**config.mk**
```make
export PLATFORM = sky130hd
export DESIGN_NAME = char_lcd_nibble_writer_unit
export DESIGN_NICKNAME = d
export VERILOG_FILES = /design/src/rtl/clnw_pkg.sv /design/src/rtl/char_lcd_nibble_writer_unit.sv /design/src/rtl/clnw_csr.sv /design/src/rtl/clnw_front.sv /design/src/rtl/clnw_queue.sv /design/src/rtl/clnw_back.sv
export SDC_FILE = /design/constraint.sdc
export NUM_CORES = 1
export LEC_CHECK = 0
export ABC_AREA = 1
export BUFFER_PORTS_ARGS = -buffer_cell sky130_fd_sc_hd__buf_2
export CORE_AREA = 3 3 112 114
export DETAILED_ROUTE_END_ITERATION = 8
export DIE_AREA = 0 0 115 117
export PLACE_DENSITY = 0.78
export SLEW_MARGIN = 20
export SYNTH_ARGS = -nofsm -noshare
export SYNTH_HDL_FRONTEND = slang
export SYNTH_SLANG_ARGS = --single-unit
```
**constraint.sdc**
```tcl
create_clock -name clock -period 4.74 [get_ports clock]
set_clock_uncertainty 0.05 [all_clocks]
set_input_delay 0.474 -clock clock [delete_from_list [all_inputs] [get_ports clock]]
set_output_delay 0.474 -clock clock [all_outputs]
set_load 0.01 [all_outputs]
```
**src/rtl/clnw_pkg.sv**
```systemverilog
// Package for the character LCD nibble writer: item types, register and
// function codes, queue entry type and configuration bundle.
// Depends on nothing.
package clnw_pkg;

   localparam int MAX_LINES     = 4;
   localparam int MAX_COLS      = 20;
   localparam int QUEUE_DEPTH   = 2;
   localparam int CSR_ADDR_W    = 5;
   localparam int CSR_DATA_W    = 32;

   localparam logic [7:0] NEWLINE_CODE  = 8'h0A;
   localparam logic [7:0] CMD_CLEAR     = 8'h01;
   localparam logic [7:0] CMD_SET_DDRAM = 8'h80;

   localparam logic [2:0] FUNC_RAW_CMD  = 3'd0;
   localparam logic [2:0] FUNC_RAW_DATA = 3'd1;
   localparam logic [2:0] FUNC_TEXT     = 3'd2;
   localparam logic [2:0] FUNC_CURSOR   = 3'd3;
   localparam logic [2:0] FUNC_CLEAR    = 3'd4;

   localparam logic [1:0] WAIT_HOLD     = 2'd0;
   localparam logic [1:0] WAIT_CMD      = 2'd1;
   localparam logic [1:0] WAIT_CHAR     = 2'd2;

   localparam logic [2:0] REG_LINE_COUNT  = 3'd0;
   localparam logic [2:0] REG_LINE_WIDTH  = 3'd1;
   localparam logic [2:0] REG_LINE0_START = 3'd2;
   localparam logic [2:0] REG_LINE1_START = 3'd3;
   localparam logic [2:0] REG_LINE2_START = 3'd4;
   localparam logic [2:0] REG_LINE3_START = 3'd5;

   typedef struct packed {
      logic [2:0] func;
      logic [7:0] byte_value;
      logic [7:0] target_line;
      logic [7:0] target_col;
   } req_type;

   typedef struct packed {
      logic       register_select;
      logic [3:0] nibble;
      logic [1:0] wait_class;
      logic       rejected;
      logic       last;
   } rsp_type;

   typedef struct packed {
      logic [2:0]      line_count;
      logic [4:0]      line_width;
      logic [3:0][6:0] line_start;
   } cfg_type;

   typedef struct packed {
      logic       reject;
      logic       two_bytes;
      logic       rs0;
      logic [7:0] byte0;
      logic [7:0] byte1;
   } job_type;

   typedef struct packed {
      logic empty;
      logic full;
   } queue_status_type;

endpackage

```
**src/rtl/char_lcd_nibble_writer_unit.sv**
```systemverilog
// Top level of the character LCD nibble writer: registers, front, job queue
// and back. Depends on clnw_pkg, clnw_csr, clnw_front, clnw_queue, clnw_back.
//
//   channel  direction  handshake                 payload
//   req      in         req_valid / req_stall     clnw_pkg::req_type
//   rsp      out        rsp_valid / rsp_stall     clnw_pkg::rsp_type
//   csr      in/out     psel penable pwrite pready paddr pwdata prdata
//
// One nibble item leaves per cycle from the back output register while
// rsp_stall is low: a byte item gives 2 nibbles, a wrapping text character 4,
// a refused set cursor 1. An item is queued before its first nibble is loaded.
// Reset is synchronous and clears cursor, queue and output valid; registers
// return to their defaults. req_stall rises only while the queue is full.
module char_lcd_nibble_writer_unit #(
   parameter int QUEUE_DEPTH = clnw_pkg::QUEUE_DEPTH
) (
   input  logic                            clock,
   input  logic                            reset,
   input  logic                            req_valid,
   output logic                            req_stall,
   input  clnw_pkg::req_type               req_data,
   output logic                            rsp_valid,
   input  logic                            rsp_stall,
   output clnw_pkg::rsp_type               rsp_data,
   input  logic                            psel,
   input  logic                            penable,
   input  logic                            pwrite,
   input  logic [clnw_pkg::CSR_ADDR_W-1:0] paddr,
   input  logic [clnw_pkg::CSR_DATA_W-1:0] pwdata,
   output logic [clnw_pkg::CSR_DATA_W-1:0] prdata,
   output logic                            pready
);

   clnw_pkg::cfg_type          cfg;
   clnw_pkg::job_type          push_job;
   clnw_pkg::job_type          head_job;
   clnw_pkg::queue_status_type q_status;
   logic                       push;
   logic                       pop;

   clnw_csr u_csr (
      .clock   (clock),
      .reset   (reset),
      .psel    (psel),
      .penable (penable),
      .pwrite  (pwrite),
      .paddr   (paddr),
      .pwdata  (pwdata),
      .prdata  (prdata),
      .pready  (pready),
      .cfg     (cfg)
   );

   clnw_front u_front (
      .clock      (clock),
      .reset      (reset),
      .req_valid  (req_valid),
      .req_stall  (req_stall),
      .req_data   (req_data),
      .cfg        (cfg),
      .queue_full (q_status.full),
      .push       (push),
      .job        (push_job)
   );

   clnw_queue #(
      .DEPTH (QUEUE_DEPTH)
   ) u_queue (
      .clock     (clock),
      .reset     (reset),
      .push      (push),
      .push_data (push_job),
      .pop       (pop),
      .head      (head_job),
      .status    (q_status)
   );

   clnw_back u_back (
      .clock     (clock),
      .reset     (reset),
      .head      (head_job),
      .status    (q_status),
      .pop       (pop),
      .rsp_valid (rsp_valid),
      .rsp_stall (rsp_stall),
      .rsp_data  (rsp_data)
   );

   a_reset_clears_output: assert property (@(posedge clock)
      reset |=> !rsp_valid)
      else $error("output valid after reset");

   a_high_nibble_not_last: assert property (@(posedge clock) disable iff (reset)
      (rsp_valid && !rsp_data.rejected && rsp_data.wait_class == clnw_pkg::WAIT_HOLD)
      |-> !rsp_data.last)
      else $error("item ended on a high nibble");

   a_idle_latency: assert property (@(posedge clock) disable iff (reset)
      (req_valid && !req_stall && req_data.func <= clnw_pkg::FUNC_CLEAR &&
       q_status.empty && !rsp_valid) |=> ##1 rsp_valid)
      else $error("first nibble late from idle");

   a_queue_status: assert property (@(posedge clock) disable iff (reset)
      push |=> !q_status.empty)
      else $error("queue empty after push");

endmodule

```
**src/rtl/clnw_csr.sv**
```systemverilog
// Configuration registers of the LCD nibble writer behind an APB-style port.
// Depends on clnw_pkg.
module clnw_csr (
   input  logic                            clock,
   input  logic                            reset,
   input  logic                            psel,
   input  logic                            penable,
   input  logic                            pwrite,
   input  logic [clnw_pkg::CSR_ADDR_W-1:0] paddr,
   input  logic [clnw_pkg::CSR_DATA_W-1:0] pwdata,
   output logic [clnw_pkg::CSR_DATA_W-1:0] prdata,
   output logic                            pready,
   output clnw_pkg::cfg_type               cfg
);

   clnw_pkg::cfg_type cfg_ff;
   clnw_pkg::cfg_type cfg_in;
   logic [2:0]        reg_index;
   logic              wr_en;

   assign pready    = 1'b1;
   assign reg_index = paddr[4:2];
   assign wr_en     = psel && penable && pwrite && pready;
   assign cfg       = cfg_ff;

   always_comb begin
      cfg_in = cfg_ff;
      if (wr_en) begin
         unique case (reg_index)
            clnw_pkg::REG_LINE_COUNT:  cfg_in.line_count    = pwdata[2:0];
            clnw_pkg::REG_LINE_WIDTH:  cfg_in.line_width    = pwdata[4:0];
            clnw_pkg::REG_LINE0_START: cfg_in.line_start[0] = pwdata[6:0];
            clnw_pkg::REG_LINE1_START: cfg_in.line_start[1] = pwdata[6:0];
            clnw_pkg::REG_LINE2_START: cfg_in.line_start[2] = pwdata[6:0];
            clnw_pkg::REG_LINE3_START: cfg_in.line_start[3] = pwdata[6:0];
            default: ;
         endcase
      end
   end

   always_comb begin
      unique case (reg_index)
         clnw_pkg::REG_LINE_COUNT:  prdata = {29'd0, cfg_ff.line_count};
         clnw_pkg::REG_LINE_WIDTH:  prdata = {27'd0, cfg_ff.line_width};
         clnw_pkg::REG_LINE0_START: prdata = {25'd0, cfg_ff.line_start[0]};
         clnw_pkg::REG_LINE1_START: prdata = {25'd0, cfg_ff.line_start[1]};
         clnw_pkg::REG_LINE2_START: prdata = {25'd0, cfg_ff.line_start[2]};
         clnw_pkg::REG_LINE3_START: prdata = {25'd0, cfg_ff.line_start[3]};
         default:                   prdata = '0;
      endcase
   end

   always_ff @(posedge clock) begin
      if (reset) begin
         cfg_ff.line_count    <= 3'd2;
         cfg_ff.line_width    <= 5'd16;
         cfg_ff.line_start[0] <= 7'd0;
         cfg_ff.line_start[1] <= 7'd64;
         cfg_ff.line_start[2] <= 7'd20;
         cfg_ff.line_start[3] <= 7'd84;
      end else begin
         cfg_ff <= cfg_in;
      end
   end

endmodule

```
**src/rtl/clnw_front.sv**
```systemverilog
// Front end of the LCD nibble writer: accepts items, tracks the cursor and
// turns each known item into a job of up to two bytes. Depends on clnw_pkg.
module clnw_front (
   input  logic                 clock,
   input  logic                 reset,
   input  logic                 req_valid,
   output logic                 req_stall,
   input  clnw_pkg::req_type    req_data,
   input  clnw_pkg::cfg_type    cfg,
   input  logic                 queue_full,
   output logic                 push,
   output clnw_pkg::job_type    job
);

   logic [1:0] cursor_line_ff;
   logic [1:0] cursor_line_in;
   logic [4:0] cursor_col_ff;
   logic [4:0] cursor_col_in;
   logic       accept;
   logic       known_func;
   logic [2:0] line_cnt;
   logic [2:0] wrap_rem;
   logic [1:0] next_line;
   logic [6:0] next_start;
   logic [6:0] cursor_addr;
   logic       cursor_bad;

   assign req_stall = queue_full;
   assign accept    = req_valid && !req_stall;

   always_comb begin
      priority if (cfg.line_count == 3'd0) begin
         line_cnt = 3'd1;
      end else if (cfg.line_count > 3'(clnw_pkg::MAX_LINES)) begin
         line_cnt = 3'(clnw_pkg::MAX_LINES);
      end else begin
         line_cnt = cfg.line_count;
      end
      wrap_rem = {1'b0, cursor_line_ff} + 3'd1;
      for (int i = 0; i < clnw_pkg::MAX_LINES; i++) begin
         if (wrap_rem >= line_cnt) begin
            wrap_rem = wrap_rem - line_cnt;
         end
      end
      next_line  = wrap_rem[1:0];
      next_start = cfg.line_start[next_line];
   end

   assign cursor_bad  = (req_data.target_line > 8'(clnw_pkg::MAX_LINES - 1)) ||
                        (req_data.target_col > 8'(clnw_pkg::MAX_COLS - 1));
   assign cursor_addr = cfg.line_start[req_data.target_line[1:0]] +
                        req_data.target_col[6:0];

   always_comb begin
      job            = '0;
      known_func     = 1'b1;
      cursor_line_in = cursor_line_ff;
      cursor_col_in  = cursor_col_ff;
      unique case (req_data.func)
         clnw_pkg::FUNC_RAW_CMD: begin
            job.byte0 = req_data.byte_value;
         end
         clnw_pkg::FUNC_RAW_DATA: begin
            job.rs0   = 1'b1;
            job.byte0 = req_data.byte_value;
         end
         clnw_pkg::FUNC_TEXT: begin
            if (req_data.byte_value == clnw_pkg::NEWLINE_CODE) begin
               job.byte0      = clnw_pkg::CMD_SET_DDRAM | {1'b0, next_start};
               cursor_line_in = next_line;
               cursor_col_in  = 5'd0;
            end else begin
               job.rs0   = 1'b1;
               job.byte0 = req_data.byte_value;
               if (({1'b0, cursor_col_ff} + 6'd1) >= {1'b0, cfg.line_width}) begin
                  job.two_bytes  = 1'b1;
                  job.byte1      = clnw_pkg::CMD_SET_DDRAM | {1'b0, next_start};
                  cursor_line_in = next_line;
                  cursor_col_in  = 5'd0;
               end else begin
                  cursor_col_in = cursor_col_ff + 5'd1;
               end
            end
         end
         clnw_pkg::FUNC_CURSOR: begin
            if (cursor_bad) begin
               job.reject = 1'b1;
            end else begin
               job.byte0      = clnw_pkg::CMD_SET_DDRAM | {1'b0, cursor_addr};
               cursor_line_in = req_data.target_line[1:0];
               cursor_col_in  = req_data.target_col[4:0];
            end
         end
         clnw_pkg::FUNC_CLEAR: begin
            job.byte0      = clnw_pkg::CMD_CLEAR;
            cursor_line_in = 2'd0;
            cursor_col_in  = 5'd0;
         end
         default: begin
            known_func = 1'b0;
         end
      endcase
   end

   assign push = accept && known_func;

   always_ff @(posedge clock) begin
      if (reset) begin
         cursor_line_ff <= 2'd0;
         cursor_col_ff  <= 5'd0;
      end else if (accept) begin
         cursor_line_ff <= cursor_line_in;
         cursor_col_ff  <= cursor_col_in;
      end
   end

endmodule

```
**src/rtl/clnw_queue.sv**
```systemverilog
// Short queue of byte jobs between front and back of the LCD nibble writer.
// Depends on clnw_pkg.
module clnw_queue #(
   parameter int DEPTH = clnw_pkg::QUEUE_DEPTH
) (
   input  logic                       clock,
   input  logic                       reset,
   input  logic                       push,
   input  clnw_pkg::job_type          push_data,
   input  logic                       pop,
   output clnw_pkg::job_type          head,
   output clnw_pkg::queue_status_type status
);

   localparam int AW = (DEPTH > 1) ? $clog2(DEPTH) : 1;
   localparam int CW = $clog2(DEPTH + 1);

   clnw_pkg::job_type entry_ff [DEPTH];
   logic [AW-1:0]     wr_ptr_ff;
   logic [AW-1:0]     wr_ptr_in;
   logic [AW-1:0]     rd_ptr_ff;
   logic [AW-1:0]     rd_ptr_in;
   logic [CW-1:0]     count_ff;
   logic [CW-1:0]     count_in;
   logic              do_push;
   logic              do_pop;

   assign status.empty = (count_ff == CW'(0));
   assign status.full  = (count_ff == CW'(DEPTH));
   assign do_push      = push && !status.full;
   assign do_pop       = pop && !status.empty;
   assign head         = entry_ff[rd_ptr_ff];

   always_comb begin
      wr_ptr_in = wr_ptr_ff;
      rd_ptr_in = rd_ptr_ff;
      count_in  = count_ff;
      if (do_push) begin
         wr_ptr_in = (wr_ptr_ff == AW'(DEPTH - 1)) ? '0 : wr_ptr_ff + AW'(1);
      end
      if (do_pop) begin
         rd_ptr_in = (rd_ptr_ff == AW'(DEPTH - 1)) ? '0 : rd_ptr_ff + AW'(1);
      end
      if (do_push && !do_pop) begin
         count_in = count_ff + CW'(1);
      end else if (do_pop && !do_push) begin
         count_in = count_ff - CW'(1);
      end
   end

   always_ff @(posedge clock) begin
      if (reset) begin
         wr_ptr_ff <= '0;
         rd_ptr_ff <= '0;
         count_ff  <= '0;
      end else begin
         wr_ptr_ff <= wr_ptr_in;
         rd_ptr_ff <= rd_ptr_in;
         count_ff  <= count_in;
      end
   end

   always_ff @(posedge clock) begin
      if (do_push) begin
         entry_ff[wr_ptr_ff] <= push_data;
      end
   end

endmodule

```
**src/rtl/clnw_back.sv**
```systemverilog
// Back end of the LCD nibble writer: splits queued jobs into nibble items
// in the output register, one per unstalled cycle. Depends on clnw_pkg.
module clnw_back (
   input  logic                       clock,
   input  logic                       reset,
   input  clnw_pkg::job_type          head,
   input  clnw_pkg::queue_status_type status,
   output logic                       pop,
   output logic                       rsp_valid,
   input  logic                       rsp_stall,
   output clnw_pkg::rsp_type          rsp_data
);

   logic [1:0]        idx_ff;
   logic [1:0]        idx_in;
   logic [1:0]        last_idx;
   logic              rsp_valid_ff;
   logic              rsp_valid_in;
   clnw_pkg::rsp_type rsp_data_ff;
   clnw_pkg::rsp_type rsp_data_in;
   logic              out_free;
   logic              load;

   assign out_free = !rsp_valid_ff || !rsp_stall;
   assign load     = out_free && !status.empty;

   always_comb begin
      priority if (head.reject) begin
         last_idx = 2'd0;
      end else if (head.two_bytes) begin
         last_idx = 2'd3;
      end else begin
         last_idx = 2'd1;
      end
   end

   always_comb begin
      rsp_data_in      = '0;
      rsp_data_in.last = (idx_ff == last_idx);
      unique case (idx_ff)
         2'd0: begin
            rsp_data_in.register_select = head.rs0 && !head.reject;
            rsp_data_in.nibble          = head.reject ? 4'd0 : head.byte0[7:4];
            rsp_data_in.wait_class      = clnw_pkg::WAIT_HOLD;
            rsp_data_in.rejected        = head.reject;
         end
         2'd1: begin
            rsp_data_in.register_select = head.rs0;
            rsp_data_in.nibble          = head.byte0[3:0];
            rsp_data_in.wait_class      = head.rs0 ? clnw_pkg::WAIT_CHAR : clnw_pkg::WAIT_CMD;
         end
         2'd2: begin
            rsp_data_in.nibble     = head.byte1[7:4];
            rsp_data_in.wait_class = clnw_pkg::WAIT_HOLD;
         end
         2'd3: begin
            rsp_data_in.nibble     = head.byte1[3:0];
            rsp_data_in.wait_class = clnw_pkg::WAIT_CMD;
         end
         default: ;
      endcase
   end

   always_comb begin
      pop          = 1'b0;
      idx_in       = idx_ff;
      rsp_valid_in = rsp_valid_ff;
      if (out_free) begin
         rsp_valid_in = load;
      end
      if (load) begin
         if (idx_ff == last_idx) begin
            pop    = 1'b1;
            idx_in = 2'd0;
         end else begin
            idx_in = idx_ff + 2'd1;
         end
      end
   end

   always_ff @(posedge clock) begin
      if (reset) begin
         idx_ff       <= 2'd0;
         rsp_valid_ff <= 1'b0;
      end else begin
         idx_ff       <= idx_in;
         rsp_valid_ff <= rsp_valid_in;
      end
   end

   always_ff @(posedge clock) begin
      if (load) begin
         rsp_data_ff <= rsp_data_in;
      end
   end

   assign rsp_valid = rsp_valid_ff;
   assign rsp_data  = rsp_data_ff;

endmodule
```
# Word-level counts from Yosys, hierarchy flattened
# Memory sizes are Yosys's and may differ from the RTL's. A register that Yosys moved wholly into a read port is not among the register bits.
# Cells that the tools add are included.
[totals]
ff_bits = 59
ramBits = 38
inputBits = 71
out_inout_bits = 44
elab_cells = 144
n_memories = 1
[classes]
add_sub_neg = 13
n_lt_le_gt_ge = 10
n_eq_ne = 17
muxes = 49
reduce_logical = 36
[memory_table]
columns = ["memory", "depth", "word_bits", "rd", "rd_ports_with_merged_regs", "wr", "line", "source"]
rows = [
  ["u_queue.entry_ff", 2, 19, 1, 1, 1, "clnw_queue.sv:18", "clnw_pkg::job_type entry_ff [DEPTH];"],
]
[ops]
columns = ["operator", "n"]
rows = [
  ["$pmux 7 s6", 1],
  ["$mux 8", 5],
  ["$pmux 8 s4", 1],
  ["$bmux 7 s2", 2],
  ["$pmux 6 s4", 1],
  ["$mux 2", 11],
  ["$mux 3", 5],
  ["$mux 5", 3],
  ["$pmux 5 s3", 1],
  ["$mux 7", 2],
  ["$mux 1", 13],
  ["$eq 3x2->1 const B", 4],
  ["$ge 3x3->1", 4],
  ["$reduce_and 2->1", 6],
  ["$logic_and 1x1->1", 10],
  ["$eq 3x3->1 const B", 3],
  ["$logic_not 3->1", 3],
  ["$sub 3x3->3", 3],
  ["$eq 8x4->1 const B", 1],
  ["$gt 8x2->1 const B", 1],
  ["$gt 8x5->1 const B", 1],
  ["$add 7x7->7", 1],
  ["$logic_not 1->1", 7],
  ["$add 5x1->6 const B", 1],
  ["other kinds (26)", 35],
]

# Logic depth before layout (Yosys ltp)
# Gate-level depths: netlist (run 1).
[logic_depth]
word_depth = 16
depth_mapped = 40
ltp_nobuf = 39

# Modules after synthesis
# Synthesis (run 1) repeated with hierarchy kept, for this count alone.
[hier_totals]
hier_cells = 844
area_unflattened_um2 = 6538.8
[by_module_without_submodules]
columns = ["module", "n_inst", "cells_each", "area_per_inst_um2", "seq_area_each_um2"]
rows = [
  ["clnw_csr", 1, 318, 2115.8, 720.7],
  ["clnw_front", 1, 350, 2078.2, 140.1],
  ["clnw_queue", 1, 96, 1676.6, 1241.2],
  ["clnw_back", 1, 80, 668.1, 330.3],
]

# Least setup slack after synthesis (run 1)
# OpenSTA, ideal clock, no wires.
[synth_timing]
path_kind = "flip-flop to flip-flop"
startpoint = "register u_csr.cfg_ff (netlist bit u_csr.cfg[34])"
endpoint = "memory u_queue.entry_ff[0][11] (netlist name) (data pin)"
arrival_ns = 4.584
path_slack_ns = -0.151
stages_incl_launch_ff = 31
n_path_buf = 1
path_cell_list = "dfxtp_1 -> inv_1 -> nor2_1 -> inv_1 -> ha_1 -> nand2_1 -> clkinv_1 -> nand2_2 -> nand2_2 -> o21ai_0 -> inv_1 -> ha_1 -> a21oi_1 -> nand2_2 -> o21ai_0 -> inv_1 -> fa_1 -> xor2_1 -> a21oi_1 -> ha_1 -> a21oi_1 -> nand2_2 -> nand2_4 -> nand2_2 -> buf_6 -> nand2_2 -> nand3_2 -> nand3_1 -> nand2_1 -> nand2_1 -> nand2_1"
[synth_rtl]
columns = ["element", "line", "source"]
rows = [
  ["from (decl)", "clnw_csr.sv:16", "clnw_pkg::cfg_type cfg_ff;"],
  ["from (signal assigned)", "clnw_csr.sv:62", "cfg_ff <= cfg_in;"],
  ["to (decl)", "clnw_queue.sv:18", ""],
]

==> results of run 1 <==
-- worst paths after layout --
kind	startpoint	to	slack [ps]
setup / recovery	u_front.cursor_line_ff[1]$_SDFFE_PP0P_	u_queue.entry_ff[0][9]$_DFFE_PP_	130
hold / removal	pwdata[6]	u_csr.cfg[13]$_SDFFE_PP1P_	340
setup reg to reg	u_front.cursor_line_ff[1]$_SDFFE_PP0P_	u_queue.entry_ff[0][9]$_DFFE_PP_	130
hold reg to reg	u_back.rsp_valid$_SDFFE_PP0N_	u_back.rsp_valid$_SDFFE_PP0N_	430
-- per-layer routing --
metal,vias to the layer above,global-route usage (%),wire length (um)
li1,2701,-,-
met1,2444,26.3,6090
met2,200,36.3,7150
met3,49,4.52,934
met4,0,10.3,653
met5,-,0,0
-- layout make-up --
class,instances,area [um^2],share of cell area (%)
clock buffers,10,250,3.47
clock inverters,6,72.6,1.01
inverters,96,370,5.14
repair buffers,98,602,8.36
well taps,143,179,2.48
flip-flops and latches,96,2380,33.0
multi-input cells,552,3350,46.5
-- registers in the layout, indices dropped and copies added, names as in the netlist, named ones only --
register                flops
u_back.idx_ff               2
u_back.rsp_data             9
u_back.rsp_valid            1
u_csr.cfg                  36
u_front.cursor_col_ff       5
u_front.cursor_line_ff      2
u_queue.count_ff            2
u_queue.entry_ff           36
u_queue.rd_ptr_ff           1
u_queue.wr_ptr_ff           1
-- synthesized netlist by cell type (3+ instances only) --
library cell,n
nor3_1,11
clkbuf_1,9
o211ai_1,3
nand2_2,15
inv_1,92
o21bai_1,3
nor2_1,108
a21oi_1,41
fa_1,4
o22ai_1,6
mux2i_1,6
a221oi_1,8
edfxtp_1,45
nand3_2,5
nand3_1,47
xor2_1,6
ha_1,27
dfxtp_1,51
nand2_1,117
buf_4,26
o21ai_0,84
nand4_1,4
o221ai_1,6
-- metrics by stage --
step                util [%]  hold WS, ps  instances
CTS                     58.9          319        993
global placement        55.8          422        977
detailed placement      55.8          420        977
floorplan                  -          405        780
global route            62.5          336       1001
finish                  62.5          336       1001
-- worst max-delay path, delay by kind of cell, from the launching register on --
family / cells / cell delay (ps)
flip-flops: 1 / 330
buffers and inverters: 8 / 770
adder cells (fa/ha/maj): 5 / 1750
AO/OA/AOI/OAI: 2 / 160
AND/OR/NAND/NOR: 17 / 1290
-- repair_timing --
| item | in CTS | in global routing |
|---|---|---|
| buffers inserted | 0 | 6 |
| endpoints found under the setup margin | 28 | 30 |
| cloned | 0 | 2 |
| pin swaps | 1 | 31 |
| gates resized for setup | 11 | 77 |
| hold buffers | 0 | 0 |
-- cells by family after synthesis --
family          after synthesis
mux                           6
compound gates              165
fa+ha+maj                    31
simple gates                314
buf+inv                     134
other cells                   2
xor+xnor                      8
flops                        96
==> flow_summary.toml, run 1 <==
[setup_path]
slowest_stage = "fa_2"
cp.required_ps = 4790
r2r_cells = 32
worstSetupPathType = "flop to flop"
cp-start-kind = "flop"
crit_fanout = 5
arrival_ps = 4660
slowest_delay_ps = 530
critPathCaptureType = "flop"
crit_top_cell = "nand2_1"

[yosys]
ys_ff_latch = 96
ys_seq_area_share_pct = 40.4
synth_top_family_by_area = "simple AND/OR/NAND/NOR gates"
yosys_warnings = 0
yosys.area.top_type = "edfxtp_1"
syn_area_um2 = 5870
synth_edf_count = 45
synth-async-reset-ratio_pct = 0
synthAdderAreaFrac_pct = 7.12
synth-xor-area-share_pct = 1.19
synthMuxAreaShare_pct = 1.02
synthFlopType = "dfxtp_1"
synth_area_per_cell_um2 = 7.77
synth.top_cell.area_share_pct = 23.0
synth_compound_gate_area_share_pct = 16.4
synth_area_leaders = "edfxtp_1 (23%), dfxtp_1 (17%), nand2_1 (7.5%), o21ai_0 (7.2%), nor2_1 (6.9%)"
synthSimpleGateAreaFrac_pct = 23.2
yosysUniqueCellTypes = 45
syn_inst = 756

[global_routing]
antenna_found_initial = 0
grtUsageTotal_pct = 21.5
grt_remaining_overflow = 0
grt_pass1_wl_um = 22900
grt_max_degree = 41
first_global_vias = 4889

[sta]
layout_setup_ws_ps = 134
period_share_pct = 97.2
rsz0062_at_grt = "yes"
drv_slew = 0
hold_viol = 0
slew_headroom_pct = 30.6
setup_viol = 0
fin_crit_ps = 4610
fin_setup_tns_ps = 0
max_slew.worst_pin.slew_ps = 1040
fmax_mhz = 217

[final_layout]
area_growth_pct = 22.7
num-fill-cells = 973
diodes = 0
final_area_um2 = 7200
mostFrequentLayoutCell = "nand2_1"
final_cell_mix = "nand2_1 (107), nor2_1 (105), inv_1 (86)"
nNetsFinal = 955
drive_above_1_share_pct = 23.5

[detailed_routing]
vias = 5394
avgViaCountPerCell = 5.39
drt-total-wl_um = 14800
drc = 0
drt_iter0_markers = 299
ant_nets = 0
routedWlPerCell_um = 14.8
dr.pass1.iters = 6

[placed_design]
place_area_um2 = 6430
hpwl_um = 11100
dp_slack_ps = -207
gp_congestion = 0.941
io_buffers = 61

[outcome]
status = "completed"

[clocking]
clock-root-buffer = "clkbuf_16"
clk-insertion-delay-late_ps = 350
cts_tree = "built"
h-tree-depth = 3
clk_pin_slew_ps = 70
clock-sinks = 96
max-clock-path-buffers = 2
cts_made_buffers = 9

[worst_hold_path]
hp-class = "primary input to flop"
hold_path_depth = 3

[floorplanning]
chipHeight_um = 117
core.rowCount = 39
fp.coreArea_um2 = 11500
die_w_um = 115
start_util_pct = 51.0
die_area_um2 = 13500
num_io_pins = 115

[run]
cap_violations = 0
Power of run 1 is left out: the tool's default activity adds up to more than one toggle a clock period on the data nets, which glitch-free logic cannot reach.
==> run 2, diff against run 1 <==
--- a/config.mk
+++ b/config.mk
@@ -5,7 +5,6 @@
 export SDC_FILE = /design/constraint.sdc
 export NUM_CORES = 1
 export LEC_CHECK = 0
-export ABC_AREA = 1
 export BUFFER_PORTS_ARGS = -buffer_cell sky130_fd_sc_hd__buf_2
 export CORE_AREA = 3 3 112 114
 export DETAILED_ROUTE_END_ITERATION = 8
==> flow_summary.toml, run 2 <==
[final_layout]
area_growth_pct = 23.9
finish.utilization_pct = 63.3
mostFrequentLayoutCell = "nor2_1"
final_area_um2 = 7290
nNetsFinal = 794
final_cell_mix = "nor2_1 (66), buf_2 (61), mux2i_1 (58)"
drive_above_1_share_pct = 31.0
fin_cells = 842

[placed_design]
hpwl_um = 10800
gp_congestion = 0.909
io_buffers = 61
place_area_um2 = 6590
dp_slack_ps = -1170
placed_cells = 803

[clocking]
h-tree-depth = 3
cts_made_buffers = 9
clock-sinks = 96
max-clock-path-buffers = 2
cts_tree = "built"
clk-insertion-delay-late_ps = 340
clock-root-buffer = "clkbuf_16"
holdBufCountCts = 0
clk_pin_slew_ps = 70

[yosys]
synth_area_leaders = "edfxtp_1 (23%), dfxtp_1 (17%), mux2i_1 (12%), ha_1 (5.7%), nor2_1 (4.5%)"
synthMuxAreaShare_pct = 17.0
ys_ff_latch = 96
ys_seq_area_share_pct = 40.3
yosysUniqueCellTypes = 65
synthTopCellsByCount = "nor2_1 (71), mux2i_1 (69), dfxtp_1 (51), edfxtp_1 (45), nand2_1 (31)"
yosys_warnings = 0
synthSimpleGateAreaFrac_pct = 12.5
yosys.area.top_type = "edfxtp_1"
synth.top_cell.area_share_pct = 22.9
syn_inst = 583
syn_area_um2 = 5890
synth_compound_gate_area_share_pct = 13.5
synthFlopType = "dfxtp_1"
synth_top_family_by_area = "multiplexers"
synthAdderAreaFrac_pct = 7.10
synth_edf_count = 45
synth-xor-area-share_pct = 2.80
synth-async-reset-ratio_pct = 0
yosysMostFrequentCell = "nor2_1"
synth_area_per_cell_um2 = 10.1

[outcome]
status = "finished, violations left"
violations = "setup timing"

[sta]
fmax_mhz = 174
max_slew.worst_pin.slew_ps = 1000
layout_setup_ws_ps = -993
fin_setup_tns_ps = -27420
fin_crit_ps = 5730
hold_viol = 0
setup_viol = 30
finalHoldWorstSlack_ps = 370
drv_slew = 0
rsz0062_at_grt = "yes"
slew_headroom_pct = 33.0
period_share_pct = 121

[floorplanning]
fp.coreArea_um2 = 11500
core.rowCount = 39
num_io_pins = 115
chipHeight_um = 117
die_w_um = 115
start_util_pct = 51.1
die_area_um2 = 13500

[setup_path]
slowest_delay_ps = 570
worstSetupPathType = "flop to flop"
arrival_ps = 5760
cp-start-kind = "flop"
cp.required_ps = 4770
crit_fanout = 8
slowest_stage = "fa_2"
critPathCaptureType = "flop"
crit_top_cell = "mux2i_2"

[detailed_routing]
wl_met1_um = 5780
routedWlPerCell_um = 18.5
wl_met3_um = 986
route.met2.wl_um = 8060
drt-total-wl_um = 15600
drt_iter0_markers = 407
highest_layer = "met4"
dr.pass1.iters = 7
drc = 0
avgViaCountPerCell = 5.87
vias = 4939
ant_nets = 0

[global_routing]
grt_remaining_overflow = 0
grt_max_degree = 45
antenna_found_initial = 2
grt_pass1_wl_um = 23300
first_global_vias = 4825
grtUsageTotal_pct = 21.8

[worst_hold_path]
hp-class = "primary input to flop"

[pwr]
power.density_nw_per_um2 = 509
leakagePower_nw = 2.94
p_total_mw = 3.72
vdd_drop_max_v = 0.000272

[run]
cap_violations = 0
[run 2: logic make-up (layout without fill, tap and decap cells)]
kind of cell    after synthesis  count (layout)
simple gates                159             159
compound gates              111             111
flops                        96              96
mux                          89              89
buf+inv                      77             167
fa+ha+maj                    31              31
xor+xnor                     18              18
other cells                   2              28
[run 2: area by class of cell]
class	count	area, um^2
multi-input combinational	434	3530
timing repair buffer	123	817
clock buffer	9	225
tap	143	179
antenna	2	5.00
fill	855	4220
clock inverter	7	53.8
inverter	28	108
sequential	96	2370
[run 2: report_power, final]
group / total [mW] / switching (mW) / internal, mW / leakage (nW)
combinational: 1.96 / 0.972 / 0.992 / 1.97
sequential: 1.07 / 0.0666 / 1.00 / 0.841
clock: 0.683 / 0.322 / 0.361 / 0.132
total: 3.72 / 1.36 / 2.35 / 2.94
[run 2: worst max-delay path: cells and delay by family, from the launching register on]
family | cells | cell delay (ps)
AND/OR/NAND/NOR | 4 | 580
multiplexers | 6 | 1290
adder cells (fa/ha/maj) | 4 | 1210
flip-flops | 1 | 320
AO/OA/AOI/OAI | 7 | 1430
buffers and inverters | 6 | 570
[run 2: routing by layer]
layer,vias up,GRT usage (%)
li1,2303,-
met1,2311,25.0
met2,265,39.9
met3,60,3.60
met4,0,9.47
met5,-,0
[run 2: final timing paths]
check	from	cells after the start	slack [ps]	end
hold reg to reg	u_csr.cfg[31]$_SDFFE_PP0P_	2	450	u_csr.cfg[31]$_SDFFE_PP0P_
setup reg to reg	u_csr.cfg[34]$_SDFFE_PP1P_	27	-990	u_queue.entry_ff[0][12]$_DFFE_PP_
setup / recovery	u_csr.cfg[34]$_SDFFE_PP1P_	27	-990	u_queue.entry_ff[0][12]$_DFFE_PP_
hold / removal	rsp_stall	3	370	u_back.rsp_valid$_SDFFE_PP0N_
[run 2: what timing repair did]
action	4_1_cts	5_1_grt
cloned	0	0
gates resized for setup	9	41
pin swaps	13	16
buffers inserted	16	6
endpoints found under the setup margin	30	30
Note: power is estimated with default switching activity, not from simulation.
==> run 3, diff against run 2 <==
--- a/config.mk
+++ b/config.mk
@@ -6,11 +6,12 @@
 export NUM_CORES = 1
 export LEC_CHECK = 0
 export BUFFER_PORTS_ARGS = -buffer_cell sky130_fd_sc_hd__buf_2
-export CORE_AREA = 3 3 112 114
+export CORE_AREA = 3 3 117 119
 export DETAILED_ROUTE_END_ITERATION = 8
-export DIE_AREA = 0 0 115 117
+export DIE_AREA = 0 0 120 122
 export PLACE_DENSITY = 0.78
 export SLEW_MARGIN = 20
 export SYNTH_ARGS = -nofsm -noshare
 export SYNTH_HDL_FRONTEND = slang
+export SYNTH_HIERARCHICAL = 1
 export SYNTH_SLANG_ARGS = --single-unit
==> flow_summary.toml, run 3 <==
[yosys]
synth_top_family_by_area = "compound AO/OA/AOI/OAI gates"
syn_area_um2 = 6450
synthMuxAreaShare_pct = 14.2
synth_area_leaders = "edfxtp_1 (22%), dfxtp_1 (16%), mux2i_1 (7.3%), ha_1 (5.4%), mux2_2 (4.0%)"
synthFlopType = "dfxtp_1"
synth-xor-area-share_pct = 2.31
synthSimpleGateAreaFrac_pct = 13.5
synthAdderAreaFrac_pct = 6.68
synth_edf_count = 47
synth-async-reset-ratio_pct = 0
yosys.area.top_type = "edfxtp_1"
yosysUniqueCellTypes = 83
ys_seq_area_share_pct = 37.7
yosysMostFrequentCell = "dfxtp_1"
synth_area_per_cell_um2 = 10.2
synth_compound_gate_area_share_pct = 17.7
ys_ff_latch = 98
syn_inst = 634
synth.top_cell.area_share_pct = 21.9
synthTopCellsByCount = "dfxtp_1 (51), edfxtp_1 (47), mux2i_1 (47), nor2_1 (41), a21oi_1 (40)"
yosys_warnings = 6

[setup_path]
arrival_ps = 6370
r2r_cells = 33
r2r_start = "u_csr/cfg[33]$_SDFFE_PP0P_"
r2r_slack_ps = -1590
slowest_stage = "mux2_4"
crit_fanout = 6
cp.required_ps = 4780
worstSetupPathType = "flop to flop"
slowest_delay_ps = 340
cp-start-kind = "flop"
critPathCaptureType = "flop"
reg2reg_to = "u_queue/entry_ff[1][10]$_DFFE_PP_"

[clocking]
h-tree-depth = 3
cts_made_buffers = 9
holdBufCountCts = 0
cts_tree = "built"
clock-sinks = 98
clock-root-buffer = "clkbuf_16"
max-clock-path-buffers = 2
clk-insertion-delay-late_ps = 350
clk_pin_slew_ps = 70

[placed_design]
place_area_um2 = 7130
placed_cells = 885
hpwl_um = 11800
gp_congestion = 0.957
dp_slack_ps = -1650
io_buffers = 61

[final_layout]
largest_reg_flops = 38
final_area_um2 = 7710
finish.utilization_pct = 60.9
drive_above_1_share_pct = 31.9
nNetsFinal = 847
mostFrequentLayoutCell = "buf_2"
regArea_um2 = 2440
top_register = "u_queue/entry_ff"
num-fill-cells = 1032
area_growth_pct = 19.6
multi_input_area_um2 = 3770
diodes = 0
final_cell_mix = "buf_2 (61), buf_4 (59), dfxtp_1 (48)"
fin_cells = 921

[pwr]
power.density_nw_per_um2 = 999
p_total_mw = 7.70
leakagePower_nw = 3.29
vdd_drop_max_v = 0.000925

[sta]
drv_slew = 0
fmax_mhz = 158
finalHoldWorstSlack_ps = 335
slew_headroom_pct = 41.7
rsz0062_at_grt = "yes"
fin_crit_ps = 6330
fin_setup_tns_ps = -45660
setup_viol = 30
layout_setup_ws_ps = -1590
max_slew.worst_pin.slew_ps = 875
period_share_pct = 133
hold_viol = 0

[floorplanning]
num_io_pins = 115
die_area_um2 = 14600
core.rowCount = 41
die_w_um = 120
fp.coreArea_um2 = 12700
start_util_pct = 50.9
chipHeight_um = 122

[detailed_routing]
dr.pass1.iters = 5
drt_iter0_markers = 431
routedWlPerCell_um = 17.2
drt-total-wl_um = 15900
ant_nets = 0
vias = 5293
avgViaCountPerCell = 5.75
drc = 0

[global_routing]
grt_max_degree = 61
grt_pass1_wl_um = 25000
grtUsageTotal_pct = 21.2
grt_remaining_overflow = 0
antenna_found_initial = 0
first_global_vias = 5063

[worst_hold_path]
holdPathEnd = "u_back/rsp_valid$_SDFFE_PP0P_"
worstHoldStart = "rsp_stall"
hold_path_depth = 3
hp-class = "primary input to flop"

[outcome]
status = "finished, violations left"
violations = "setup timing"

[run]
cap_violations = 0
run 3: cell types whose count changed after synthesis, moves of 7 or more:
cell	delta
clkbuf_1	-11
buf_4	+8
a211o_1	+7
nor2_1	-30
a21oi_1	+15
mux2_2	+11
mux2i_1	-22
nand2b_1	+8
nand3_1	+15
o21ai_1	+14
run 3: worst max-delay path: cells and delay by family, from the launching register on:
family,cells,cell delay (ps)
flops,1,330
fa+ha+maj,4,870
simple gates,5,750
mux,3,660
xor+xnor,1,110
compound gates,15,2920
buf+inv,5,380
run 3: cell type report:
| class | instances | share of cell area (%) |
|---|---|---|
| timing repair buffer | 130 | 11.4 |
| multi-input combinational | 475 | 48.8 |
| clock inverter | 5 | 0.763 |
| sequential | 98 | 31.6 |
| tap | 172 | 2.79 |
| clock buffer | 11 | 3.15 |
| inverter | 30 | 1.49 |
run 3: layer usage:
layer  wire [um]  vias up  track usage (%)  part of all wire [%]
met5           0        -                0                     0
met4         450        0             8.23                   2.8
met3         962       39             4.22                   6.1
met2        7910      215             36.4                    50
met1        6550     2532             26.4                    41
li1            -     2507                -                     -
run 3: repair_timing:
action | in CTS | in global routing
gates resized for setup | 6 | 23
buffers inserted | 7 | 13
pin swaps | 2 | 3
endpoints found under the setup margin | 30 | 30
run 3: cell families (layout without fill, tap and decap cells):
family | after synthesis | after routing
AOI/OAI and AO/OA | 162 | 162
muxes | 79 | 79
and+or+nand+nor | 159 | 159
DFF | 98 | 98
buffers and inverters | 85 | 176
other | 2 | 26
xor gates and xnor gates | 17 | 17
adders and majority gates | 32 | 32
run 3: worst max path at each step:
stage / startpoint / to / slack, ps
2_1_floorplan: u_csr/cfg[33]$_SDFFE_PP0P_ / u_queue/entry_ff[0][10]$_DFFE_PP_ / -1530
3_3_place_gp: u_csr/cfg[33]$_SDFFE_PP0P_ / u_queue/entry_ff[0][11]$_DFFE_PP_ / -1370
3_5_place_dp: u_csr/cfg[33]$_SDFFE_PP0P_ / u_queue/entry_ff[0][12]$_DFFE_PP_ / -1650
4_1_cts: u_csr/cfg[33]$_SDFFE_PP0P_ / u_queue/entry_ff[1][12]$_DFFE_PP_ / -1570
5_1_grt: u_csr/cfg[33]$_SDFFE_PP0P_ / u_queue/entry_ff[1][9]$_DFFE_PP_ / -1840
6_report: u_csr/cfg[33]$_SDFFE_PP0P_ / u_queue/entry_ff[1][10]$_DFFE_PP_ / -1590
run 3: power breakdown:
part / internal [mW] / total, mW / switching [mW]
combinational: 3.36 / 5.86 / 2.50
clock: 0.427 / 0.737 / 0.311
sequential: 1.04 / 1.10 / 0.0660
total: 4.82 / 7.70 / 2.88
